$ cat config.mk
export PLATFORM = sky130hd
export DESIGN_NAME = three_axis_ring_median_filter
export DESIGN_NICKNAME = d
export VERILOG_FILES = /design/src/rtl/tarmf_pkg.sv /design/src/rtl/tarmf_ring.sv /design/src/rtl/tarmf_rank.sv /design/src/rtl/three_axis_ring_median_filter.sv
export SDC_FILE = /design/constraint.sdc
export NUM_CORES = 2
export LEC_CHECK = 0
export BUFFER_PORTS_ARGS = -buffer_cell sky130_fd_sc_hd__buf_4
export CORE_MARGIN = 10
export CORE_UTILIZATION = 54
export CTS_BUF_LIST = sky130_fd_sc_hd__clkbuf_4
export DETAILED_ROUTE_END_ITERATION = 10
export PLACE_DENSITY = 0.7
export SETUP_SLACK_MARGIN = 0.02
export SLEW_MARGIN = 20
export SYNTH_ARGS = -nofsm -noshare
export SYNTH_HDL_FRONTEND = slang
export SYNTH_HIERARCHICAL = 1
export SYNTH_SLANG_ARGS = --single-unit
$ cat constraint.sdc
create_clock -name clk -period 12.2 [get_ports clk]
set_clock_uncertainty 0.15 [all_clocks]
set_input_delay 2.44 -clock clk [delete_from_list [all_inputs] [get_ports clk]]
set_output_delay 2.44 -clock clk [all_outputs]
set_load 0.01 [all_outputs]
$ cat src/rtl/tarmf_pkg.sv
// Shared types and constants for the three-axis ring median filter.
// Depends on nothing; used by every module of the block.
`default_nettype none

package tarmf_pkg;

	// Ring window depth and derived widths
	localparam int WINDOW = 8;
	localparam int IDX_W  = (WINDOW > 1) ? $clog2(WINDOW) : 1;
	localparam int CNT_W  = $clog2(WINDOW + 1);

	// Rank of the lower median, rank 0 being the smallest
	localparam logic [CNT_W-1:0] RANK_K = CNT_W'(WINDOW / 2 - 1);

	// Item kind carried in the mode bit of the input tuser
	localparam logic MODE_SAMPLE = 1'b0;
	localparam logic MODE_QUERY  = 1'b1;

	// One stored three-axis sample
	typedef struct packed {
		logic signed [15:0] x;
		logic signed [15:0] y;
		logic signed [15:0] z;
	} sample_t;

	// Lane update that travels from the sequencer to the rank units
	typedef struct packed {
		logic             vld;
		logic [IDX_W-1:0] idx;
	} lane_upd_t;

endpackage

`default_nettype wire

$ cat src/rtl/tarmf_ring.sv
// Ring store of three-axis samples: one synchronous memory, per-entry valid bits
// and the wrapping write index. Depends on tarmf_pkg.
`default_nettype none

module tarmf_ring (
	input  wire logic                       clk,
	input  wire logic                       arst_n,
	input  wire logic                       wr_en,
	input  wire tarmf_pkg::sample_t         wr_data,
	input  wire logic                       rd_en,
	input  wire logic [tarmf_pkg::IDX_W-1:0] rd_addr,
	output tarmf_pkg::sample_t              rd_data
);

	tarmf_pkg::sample_t                  mem [tarmf_pkg::WINDOW];
	logic [tarmf_pkg::WINDOW-1:0]        valid_q;
	logic [tarmf_pkg::IDX_W-1:0]         wr_idx_q;
	tarmf_pkg::sample_t                  rd_data_q;
	logic                                rd_valid_q;

	// Write the sample array and read one entry a cycle while rd_en is set
	always_ff @(posedge clk) begin
		if (wr_en) begin
			mem[wr_idx_q] <= wr_data;
		end
		if (rd_en) begin
			rd_data_q <= mem[rd_addr];
		end
	end

	// Track written entries and advance the write index with wrap
	always_ff @(posedge clk or negedge arst_n) begin
		if (!arst_n) begin
			valid_q    <= '0;
			wr_idx_q   <= '0;
			rd_valid_q <= 1'b0;
		end else begin
			if (wr_en) begin
				valid_q[wr_idx_q] <= 1'b1;
				if (wr_idx_q == tarmf_pkg::IDX_W'(tarmf_pkg::WINDOW - 1)) begin
					wr_idx_q <= '0;
				end else begin
					wr_idx_q <= wr_idx_q + 1'b1;
				end
			end
			if (rd_en) begin
				rd_valid_q <= valid_q[rd_addr];
			end
		end
	end

	// An entry never written reads as its reset value of zero
	assign rd_data = rd_valid_q ? rd_data_q : '0;

endmodule

`default_nettype wire

$ cat src/rtl/tarmf_rank.sv
// Rank unit for one axis: lanes take the window one entry a cycle while upd.vld is set and
// keep less and equal counts; the lane holding the lower median is picked. Depends on tarmf_pkg.
`default_nettype none

module tarmf_rank (
	input  wire logic                  clk,
	input  wire logic                  arst_n,
	input  wire tarmf_pkg::lane_upd_t  upd,
	input  wire logic signed [15:0]    data,
	output logic signed [15:0]         median
);

	logic signed [15:0]              val_q  [tarmf_pkg::WINDOW];
	logic [tarmf_pkg::CNT_W-1:0]     less_q [tarmf_pkg::WINDOW];
	logic [tarmf_pkg::CNT_W-1:0]     eq_q   [tarmf_pkg::WINDOW];
	logic [tarmf_pkg::WINDOW-1:0]    earlier;
	logic [tarmf_pkg::WINDOW-1:0]    lane_lt;
	logic [tarmf_pkg::WINDOW-1:0]    lane_eq;
	logic [tarmf_pkg::CNT_W-1:0]     new_less;
	logic [tarmf_pkg::CNT_W-1:0]     new_eq;

	// Compare the arriving entry against every lane loaded before it
	always_comb begin
		new_less = '0;
		new_eq   = tarmf_pkg::CNT_W'(1);
		for (int i = 0; i < tarmf_pkg::WINDOW; i++) begin
			earlier[i] = (tarmf_pkg::IDX_W'(i) < upd.idx);
			lane_lt[i] = (val_q[i] < data);
			lane_eq[i] = (val_q[i] == data);
			new_less   = new_less + tarmf_pkg::CNT_W'(earlier[i] & lane_lt[i]);
			new_eq     = new_eq + tarmf_pkg::CNT_W'(earlier[i] & lane_eq[i]);
		end
	end

	// Load the new lane and update the counts of earlier lanes
	always_ff @(posedge clk or negedge arst_n) begin
		if (!arst_n) begin
			for (int i = 0; i < tarmf_pkg::WINDOW; i++) begin
				val_q[i]  <= '0;
				less_q[i] <= '0;
				eq_q[i]   <= '0;
			end
		end else if (upd.vld) begin
			for (int i = 0; i < tarmf_pkg::WINDOW; i++) begin
				if (tarmf_pkg::IDX_W'(i) == upd.idx) begin
					val_q[i]  <= data;
					less_q[i] <= new_less;
					eq_q[i]   <= new_eq;
				end else if (earlier[i]) begin
					less_q[i] <= less_q[i] + tarmf_pkg::CNT_W'(!lane_lt[i] && !lane_eq[i]);
					eq_q[i]   <= eq_q[i] + tarmf_pkg::CNT_W'(lane_eq[i]);
				end
			end
		end
	end

	// Pick the lane whose rank span covers the median rank; all such lanes agree
	always_comb begin
		logic [tarmf_pkg::CNT_W:0] span;
		median = '0;
		for (int i = 0; i < tarmf_pkg::WINDOW; i++) begin
			span = {1'b0, less_q[i]} + {1'b0, eq_q[i]};
			if ((less_q[i] <= tarmf_pkg::RANK_K) && ({1'b0, tarmf_pkg::RANK_K} < span)) begin
				median = median | val_q[i];
			end
		end
	end

endmodule

`default_nettype wire

$ cat src/rtl/three_axis_ring_median_filter.sv
// Top level of the three-axis ring median filter: stream ports, sequencer,
// output register. Depends on tarmf_pkg, tarmf_ring and tarmf_rank.
//
//   channel   dir  tdata (low bit up)                       tuser
//   s_axis    in   x_high x_low z_high z_low y_high y_low   mode, ready_req
//   m_axis    out  median_x median_y median_z               accepted
//
// A sample transfer is written to the ring at its accepting edge when ready_req is set,
// and its result is registered at that same edge.
// A query reads the ring one entry a cycle through its single read port into the rank
// lanes, then passes a drain step and a finish step before its result is registered.
// Reset clears the ring to zero through per-entry valid bits; no clearing pass.
// One item is in work at a time; an input is taken only when the output register
// is empty or empties at that edge, and a query result stalls in its last step
// until the output register frees.
`default_nettype none

module three_axis_ring_median_filter (
	input  wire logic        clk,
	input  wire logic        arst_n,
	input  wire logic        s_tvalid,
	output logic             s_tready,
	input  wire logic [47:0] s_tdata,   // x_high, x_low, z_high, z_low, y_high, y_low
	input  wire logic [1:0]  s_tuser,   // mode, ready_req
	output logic             m_tvalid,
	input  wire logic        m_tready,
	output logic [47:0]      m_tdata,   // median_x, median_y, median_z
	output logic [0:0]       m_tuser    // accepted
);

	typedef enum logic [1:0] {
		ST_IDLE,
		ST_SCAN,
		ST_DRAIN,
		ST_FINISH
	} state_t;

	state_t                          state_q;
	logic [tarmf_pkg::IDX_W-1:0]     scan_idx_q;
	tarmf_pkg::lane_upd_t            upd_s1;
	logic                            m_tvalid_q;
	logic [47:0]                     m_tdata_q;
	logic                            m_accepted_q;
	logic                            out_free;
	logic                            out_load;
	logic                            in_xfer;
	logic                            wr_en;
	tarmf_pkg::sample_t              wr_data;
	tarmf_pkg::sample_t              rd_data;
	logic signed [15:0]              med_x;
	logic signed [15:0]              med_y;
	logic signed [15:0]              med_z;

	assign out_free = !m_tvalid_q || m_tready;
	assign s_tready = (state_q == ST_IDLE) && out_free;
	assign in_xfer  = s_tvalid && s_tready;

	// Load the output register on a sample transfer or at the end of a scan
	assign out_load = (in_xfer && (s_tuser[0] == tarmf_pkg::MODE_SAMPLE))
		|| ((state_q == ST_FINISH) && out_free);

	// Assemble big-endian axis words; device byte order is X, Z, Y
	assign wr_en     = in_xfer && (s_tuser[0] == tarmf_pkg::MODE_SAMPLE) && s_tuser[1];
	assign wr_data.x = {s_tdata[7:0],   s_tdata[15:8]};
	assign wr_data.z = {s_tdata[23:16], s_tdata[31:24]};
	assign wr_data.y = {s_tdata[39:32], s_tdata[47:40]};

	tarmf_ring u_ring (
		.clk     (clk),
		.arst_n  (arst_n),
		.wr_en   (wr_en),
		.wr_data (wr_data),
		.rd_en   (state_q == ST_SCAN),
		.rd_addr (scan_idx_q),
		.rd_data (rd_data)
	);

	tarmf_rank u_rank_x (
		.clk    (clk),
		.arst_n (arst_n),
		.upd    (upd_s1),
		.data   (rd_data.x),
		.median (med_x)
	);

	tarmf_rank u_rank_y (
		.clk    (clk),
		.arst_n (arst_n),
		.upd    (upd_s1),
		.data   (rd_data.y),
		.median (med_y)
	);

	tarmf_rank u_rank_z (
		.clk    (clk),
		.arst_n (arst_n),
		.upd    (upd_s1),
		.data   (rd_data.z),
		.median (med_z)
	);

	// Sequence the scan and hold the output register
	always_ff @(posedge clk or negedge arst_n) begin
		if (!arst_n) begin
			state_q      <= ST_IDLE;
			scan_idx_q   <= '0;
			upd_s1       <= '0;
			m_tvalid_q   <= 1'b0;
			m_tdata_q    <= '0;
			m_accepted_q <= 1'b0;
		end else begin
			if (out_load) begin
				m_tvalid_q <= 1'b1;
			end else if (m_tvalid_q && m_tready) begin
				m_tvalid_q <= 1'b0;
			end
			case (state_q)
				ST_IDLE: begin
					upd_s1.vld <= 1'b0;
					if (in_xfer) begin
						if (s_tuser[0] == tarmf_pkg::MODE_SAMPLE) begin
							m_tdata_q    <= '0;
							m_accepted_q <= s_tuser[1];
						end else begin
							scan_idx_q <= '0;
							state_q    <= ST_SCAN;
						end
					end
				end
				ST_SCAN: begin
					upd_s1.vld <= 1'b1;
					upd_s1.idx <= scan_idx_q;
					if (scan_idx_q == tarmf_pkg::IDX_W'(tarmf_pkg::WINDOW - 1)) begin
						state_q <= ST_DRAIN;
					end else begin
						scan_idx_q <= scan_idx_q + 1'b1;
					end
				end
				ST_DRAIN: begin
					upd_s1.vld <= 1'b0;
					state_q    <= ST_FINISH;
				end
				ST_FINISH: begin
					if (out_free) begin
						m_tdata_q    <= {med_z, med_y, med_x};
						m_accepted_q <= 1'b0;
						state_q      <= ST_IDLE;
					end
				end
				default: begin
					state_q <= ST_IDLE;
				end
			endcase
		end
	end

	assign m_tvalid   = m_tvalid_q;
	assign m_tdata    = m_tdata_q;
	assign m_tuser[0] = m_accepted_q;

`ifndef NO_ASSERTIONS
	// A sample transfer is answered in the next cycle with its ready flag
	a_sample_result: assert property (@(posedge clk) disable iff (!arst_n)
		s_tvalid && s_tready && (s_tuser[0] == tarmf_pkg::MODE_SAMPLE)
		|=> m_tvalid && (m_tuser[0] == $past(s_tuser[1])))
		else $error("sample transfer not answered in the next cycle");

	// A query transfer starts a scan with the output register empty
	a_query_scan: assert property (@(posedge clk) disable iff (!arst_n)
		s_tvalid && s_tready && (s_tuser[0] != tarmf_pkg::MODE_SAMPLE)
		|=> (state_q == ST_SCAN) && !m_tvalid && (scan_idx_q == '0))
		else $error("query transfer did not start a clean scan");

	// Lane updates occur only while ring data is arriving
	a_lane_window: assert property (@(posedge clk) disable iff (!arst_n)
		upd_s1.vld |-> ((state_q == ST_SCAN) || (state_q == ST_DRAIN)))
		else $error("lane update outside of a scan");
`endif

endmodule

`default_nettype wire
Word level (Yosys, flattened, before mapping)

Memory sizes are Yosys's and may differ from the RTL's. A register that Yosys moved wholly into a read port is not among the register bits.
Cells that the tools add are included.

Register bits after elaboration: 647
Bits of input ports: 54
RAM bits: 384
Logic and storage cells: 686
Output and inout bits: 51
Memories: 1

$lt $le $gt $ge: 83
Equality and inequality tests: 42
Add/subtract/negate cells: 119
Multiplexer cells: 148
Bitwise operators: 71
Reduce and logical (&&, ||, !) cells: 140

Memory list:

| memory     | depth | width | read ports | clocked after Yosys merged registers in | write ports | RTL line         | RTL |
|---|---|---|---|---|---|---|---|
| u_ring.mem | 8     | 48    | 1          | 1                                       | 1           | tarmf_ring.sv:15 | `tarmf_pkg::sample_t mem [tarmf_pkg::WINDOW];` |

Operators by type and width:

| operator              | number |
|---|---|
| $eq A16 B16 Y1        | 24 |
| $lt A16 B16 Y1        | 24 |
| $mux W16              | 24 |
| $mux W4               | 96 |
| $or A16 B16 Y16       | 21 |
| $add A4 B1 Y4         | 48 |
| $mux W48              | 4 |
| $add A4 B4 Y4         | 42 |
| $add A4 B4 Y5         | 24 |
| $lt A2 B5 Y1 const A  | 24 |
| $le A4 B2 Y1 const B  | 24 |
| $pmux W48 S2          | 1 |
| $logic_and A1 B1 Y1   | 55 |
| $logic_not A1 Y1      | 49 |
| $and A1 B1 Y1         | 48 |
| $reduce_and A2 Y1     | 16 |
| $reduce_bool A2 Y1    | 12 |
| $add A1 B4 Y4 const A | 3 |
| $eq A3 B3 Y1 const A  | 4 |
| $lt A3 B3 Y1 const A  | 4 |
| $mux W3               | 4 |
| $ne A2 B2 Y1 const B  | 6 |
| $reduce_and A4 Y1     | 3 |
| $mux W1               | 9 |
| 22 further kinds      | 34 |

Depth between registers and ports, before layout

Depth after elaboration: 20
Gate-level depth with buffers: 21
Depth with buffers taken out: 19

Modules after synthesis

The synthesis kept the hierarchy.

By module, submodules not included:

| module                        | cells an instance | times used | area each (um2) | seq. area each (um2) |
|---|---|---|---|---|
| tarmf_ring                    | 704               | 1          | 17102.7         | 13272.7 |
| tarmf_rank at u_rank_z        | 1236              | 1          | 12220.5         | 4804.6 |
| tarmf_rank at u_rank_y        | 1230              | 1          | 12161.7         | 4804.6 |
| tarmf_rank at u_rank_x        | 1236              | 1          | 12160.4         | 4804.6 |
| three_axis_ring_median_filter | 267               | 1          | 2524.9          | 1476.4 |

Least setup slack after synthesis

No wires, ideal clock.

Kind: input -> register
Start: input port m_tready
End: memory u_ring/mem[0][0] (netlist bit), enable pin
Arrival: 6.516 ns
Cell stages on the path: 5
Path slack: 5.019 ns
Setup time: 0.514 ns
Cells stage by stage: nand2b_1 and2_1 and4b_1 nand2b_1 nor3_1

Cells in the longest elaborated chain, start to end: 7

Ends and longest elaborated chain:

| what                              | RTL line                            | RTL |
|---|---|---|
| start: declaration                | three_axis_ring_median_filter.sv:26 | `input wire logic m_tready,` |
| $logic_or A1 B1 Y1                | three_axis_ring_median_filter.sv:54 | `assign out_free = !m_tvalid_q \|\| m_tready;` |
| $logic_and A1 B1 Y1               | three_axis_ring_median_filter.sv:55 | `assign s_tready = (state_q == ST_IDLE) && out_free;` |
| named net s_tready                | three_axis_ring_median_filter.sv:22 | `output logic s_tready,` |
| $logic_and A1 B1 Y1               | three_axis_ring_median_filter.sv:56 | `assign in_xfer = s_tvalid && s_tready;` |
| $logic_and A1 B1 Y1 (2 in series) | three_axis_ring_median_filter.sv:63 | `assign wr_en = in_xfer && (s_tuser[0] == tarmf_pkg::MODE_SAMPLE) && s_tuser[1];` |
| named net wr_en                   | three_axis_ring_median_filter.sv:47 | `logic wr_en;` |
| $mux W1                           | tarmf_ring.sv:23                    | `if (wr_en) begin` |
| $mux W1 (not written as such)     | tarmf_ring.sv:24                    | `mem[wr_idx_q] <= wr_data;` |
| end: declaration                  | tarmf_ring.sv:15                    |  |

The timed path passes the listed nets, and every way through them passes these cells.

==> flow_summary.toml <==
[outcome]
outcome = "complete, no violations"

[synthesis]
yosys-top-cells-area = "sky130_fd_sc_hd__dfrtp_1 29%, sky130_fd_sc_hd__edfxtp_1 23%, sky130_fd_sc_hd__ha_1 11%"
postSynthNetCount = 5261
ys_warns = 6
synth_most_common_cell = "sky130_fd_sc_hd__dfrtp_1"
yosys_register_bits = 1079
post-synth-top-area-fraction = 0.288
ys_async_sr_fraction = 0.600
synthesis.instances = 4673
mappedNetlistArea_mm2 = 0.0562
yosysSeqAreaShare = 0.519
synth_enable_flop_cells = 432
prevailing_post_synth_register_cell = "sky130_fd_sc_hd__dfrtp_1"
synth.avg_cell_area_um2 = 12.0
synth.largest_area_cell = "sky130_fd_sc_hd__dfrtp_1"
ys_top_cells_by_count = "647 x sky130_fd_sc_hd__dfrtp_1, 513 x sky130_fd_sc_hd__ha_1, 493 x sky130_fd_sc_hd__nand2_1"
yosys.cell_types.count = 77

[setup_path]
critical_path_required_ns = 13.09
arrival_ns = 7.75
r2r_setup_slack_ns = 5.34
worst-path-max-fanout = 37
criticalPathCategory = "flop to flop"
rr_startpoint = "u_ring/rd_valid_q"
rr_worst_depth = 20
startpoint_type = "flop"
worstReg2RegEnd = "u_rank_x/eq_q[10]"
critical_path_capture_point_type = "flop"

[placement]
post-place-ws_ns = 5.45
dpl_wire_length_um = 98900
portBuffers = 104
globalplace.congestion = 0.957

[floorplanning]
die_w_um = 343
floorplan.die.height_um = 343
initial_utilization = 0.543
rows = 118
core-area_mm2 = 0.103
io_pins = 105
die_area_mm2 = 0.117

[min_path]
terminating_pin_of_the_worst_hold_path = "u_ring/valid_q[0]"
hold_path_depth = 1
hold_start = "u_ring/valid_q[0]"
min_path_type = "flop to flop"

[sta]
postLayoutSetupSlackWorst_ns = 5.34
finalWorstPathRequiredPeriod_ns = 6.86
final_min_period_over_clock_period = 0.562
maxClockFrequency_mhz = 146
hold_viol = 0
slew-limit-headroom = 0.227
setup_violations = 0
tightest_slew_ns = 1.15
unrepaired_setup_endpoints_after_global_routing = "false"
finalSetupTns_ns = 0
slew_viol_final = 0

[clocking]
clk_pin_slew_worst_paths_ns = 0.07
cts.htree.levels = 5
postCtsSetupBuffers = 0
clk-insertion-delay-late_ns = 1.20
clock_sinks = 1079
clock_tree.root_cell = "sky130_fd_sc_hd__clkbuf_4"
cts_hold_buf = 0
cts-buffers-inserted = 304
ctsResizeCount = 0
tritoncts = "yes"
buffer_levels_on_the_longest_clock_path = 4

[routing]
routed-via-count = 39958
first_iter_violations = 3681
wl_um = 151000
antenna_violating_nets_post_route = 0
routed_via_density = 6.15
wl_per_cell_um = 23.2
dr.pass1.iters = 6
drc = 0

[global_routing]
antenna_violations_before_repair = 9
grt_first_pass_wirelength_um = 234000
globalRouteOverflowTotal = 0
number_of_global_route_vias_before_repair = 39907
global_route.usage.total = 0.255
maximum_number_of_pins_on_one_net_before_global_route_repair = 168

[cells_and_area]
number_of_nets_in_the_final_layout = 5518
syn_to_layout_area_delta_pct = 10.5
drive_gt1_frac = 0.179

[flow_run]
number_of_max_capacitance_violations_reported = 0

[power]
cellLeakagePower_nw = 27.1
pwr_density_cell_mw_per_mm2 = 288
vdd_drop_max_uv = 195
[routing by layer]
metal	part of all wire	wire length [µm]	up-vias	GRT usage
li1	-	-	18325	-
met1	0.44	66800	19649	0.362
met2	0.44	66100	1688	0.378
met3	0.092	13900	288	0.0686
met4	0.028	4170	8	0.0879
met5	0.00042	63	-	0
[cells in the final DEF (no fill, tap or decap), drive strengths merged, types with 45 or more instances in the layout]
| cell type | Yosys | layout |
|---|---|---|
| buf | 67 | 172 |
| a221oi | 56 | 56 |
| nor3 | 56 | 56 |
| clkbuf | 154 | 434 |
| mux2 | 264 | 264 |
| o21ai | 426 | 426 |
| a21oi | 233 | 233 |
| edfxtp | 432 | 432 |
| a22oi | 103 | 103 |
| a22o | 55 | 55 |
| nand4 | 66 | 66 |
| dfrtp | 647 | 647 |
| nand3 | 152 | 152 |
| mux4 | 97 | 97 |
| clkinv | 0 | 45 |
| and2 | 68 | 68 |
| ha | 513 | 513 |
| nand2 | 493 | 493 |
| nor2 | 171 | 171 |
| inv | 135 | 141 |
[layout make-up]
| class | instances | area (µm²) |
|---|---|---|
| fillers | 8374 | 41300 |
| flip-flops and latches | 1079 | 29200 |
| multi-input cells | 3238 | 25700 |
| clock buffers | 434 | 3260 |
| well taps | 1380 | 1730 |
| repair buffers | 172 | 1330 |
| inverters | 135 | 507 |
| clock inverters | 55 | 319 |
| diodes | 3 | 7.51 |
[how the worst max path moves through the flow]
stage	from	end	slack (ns)	cells past startpoint
after floorplan	m_tready	u_ring/mem[0][0]	5.02	5
after global placement	u_ring/rd_valid_q	u_rank_x/eq_q[10]	5.76	20
after detailed placement	u_ring/rd_valid_q	u_rank_x/eq_q[30]	5.45	19
after CTS	u_ring/rd_valid_q	u_rank_x/eq_q[10]	5.43	20
after global routing	u_ring/rd_valid_q	u_rank_x/eq_q[10]	5.07	19
final	u_ring/rd_valid_q	u_rank_x/eq_q[10]	5.34	20
[cell families after synthesis]
family	share of synthesized area
buffers and inverters	0.0273
XOR/XNOR	0.00172
flip-flops	0.519
multiplexers	0.106
adder cells (fa/ha/maj)	0.122
AO/OA/AOI/OAI	0.122
AND/OR/NAND/NOR	0.103
[per-stage QoR]
step	instances	utilization	hold WS (ns)	total power [W]	cell area, µm²
final	6496	0.600	0.322	0.0179	62100
after floorplan	4673	-	0.289	0.0112	56200
after global routing	6496	0.600	0.339	0.0191	62100
after global placement	6003	0.565	0.301	0.0143	58400
after CTS	6493	0.600	0.323	0.0178	62000
after detailed placement	6004	0.566	0.310	0.0145	58500
[sequential cells by signal, summed over array words and instances, names as in the netlist]
signal             count
m_tdata               48
m_tuser                1
m_tvalid               1
scan_idx_q             3
state_q                2
u_rank_x/eq_q         32
u_rank_x/less_q       32
u_rank_x/val_q       128
u_rank_y/eq_q         32
u_rank_y/less_q       32
u_rank_y/val_q       128
u_rank_z/eq_q         32
u_rank_z/less_q       32
u_rank_z/val_q       128
u_ring/mem           384
u_ring/rd_data_q      48
u_ring/rd_valid_q      1
u_ring/valid_q         8
u_ring/wr_idx_q        3
upd_s1                 4
[report_power, final]
group / internal, W / switching [W]
combinational: 0.00339 / 0.00568
clock: 0.00170 / 0.00147
sequential: 0.00472 / 0.000939
[worst max-delay path, stage by stage (launching register included)]
cell                      delay [ns]
sky130_fd_sc_hd__dfrtp_1        0.53
sky130_fd_sc_hd__buf_4          0.52
sky130_fd_sc_hd__and2_1         0.29
sky130_fd_sc_hd__inv_1          0.23
sky130_fd_sc_hd__ha_1           0.37
sky130_fd_sc_hd__nand4_1        0.12
sky130_fd_sc_hd__nor4_1         0.69
sky130_fd_sc_hd__inv_1          0.10
sky130_fd_sc_hd__nor3_1         0.44
sky130_fd_sc_hd__nand2_1        0.11
sky130_fd_sc_hd__ha_1           0.34
sky130_fd_sc_hd__fa_1           0.53
sky130_fd_sc_hd__fa_1           0.49
sky130_fd_sc_hd__inv_1          0.07
sky130_fd_sc_hd__ha_1           0.16
sky130_fd_sc_hd__inv_1          0.05
sky130_fd_sc_hd__fa_1           0.38
sky130_fd_sc_hd__xnor2_1        0.76
sky130_fd_sc_hd__nor2_1         0.07
sky130_fd_sc_hd__a31oi_1        0.17
sky130_fd_sc_hd__o22a_1         0.15
Note: power is estimated with default switching activity, not from simulation.
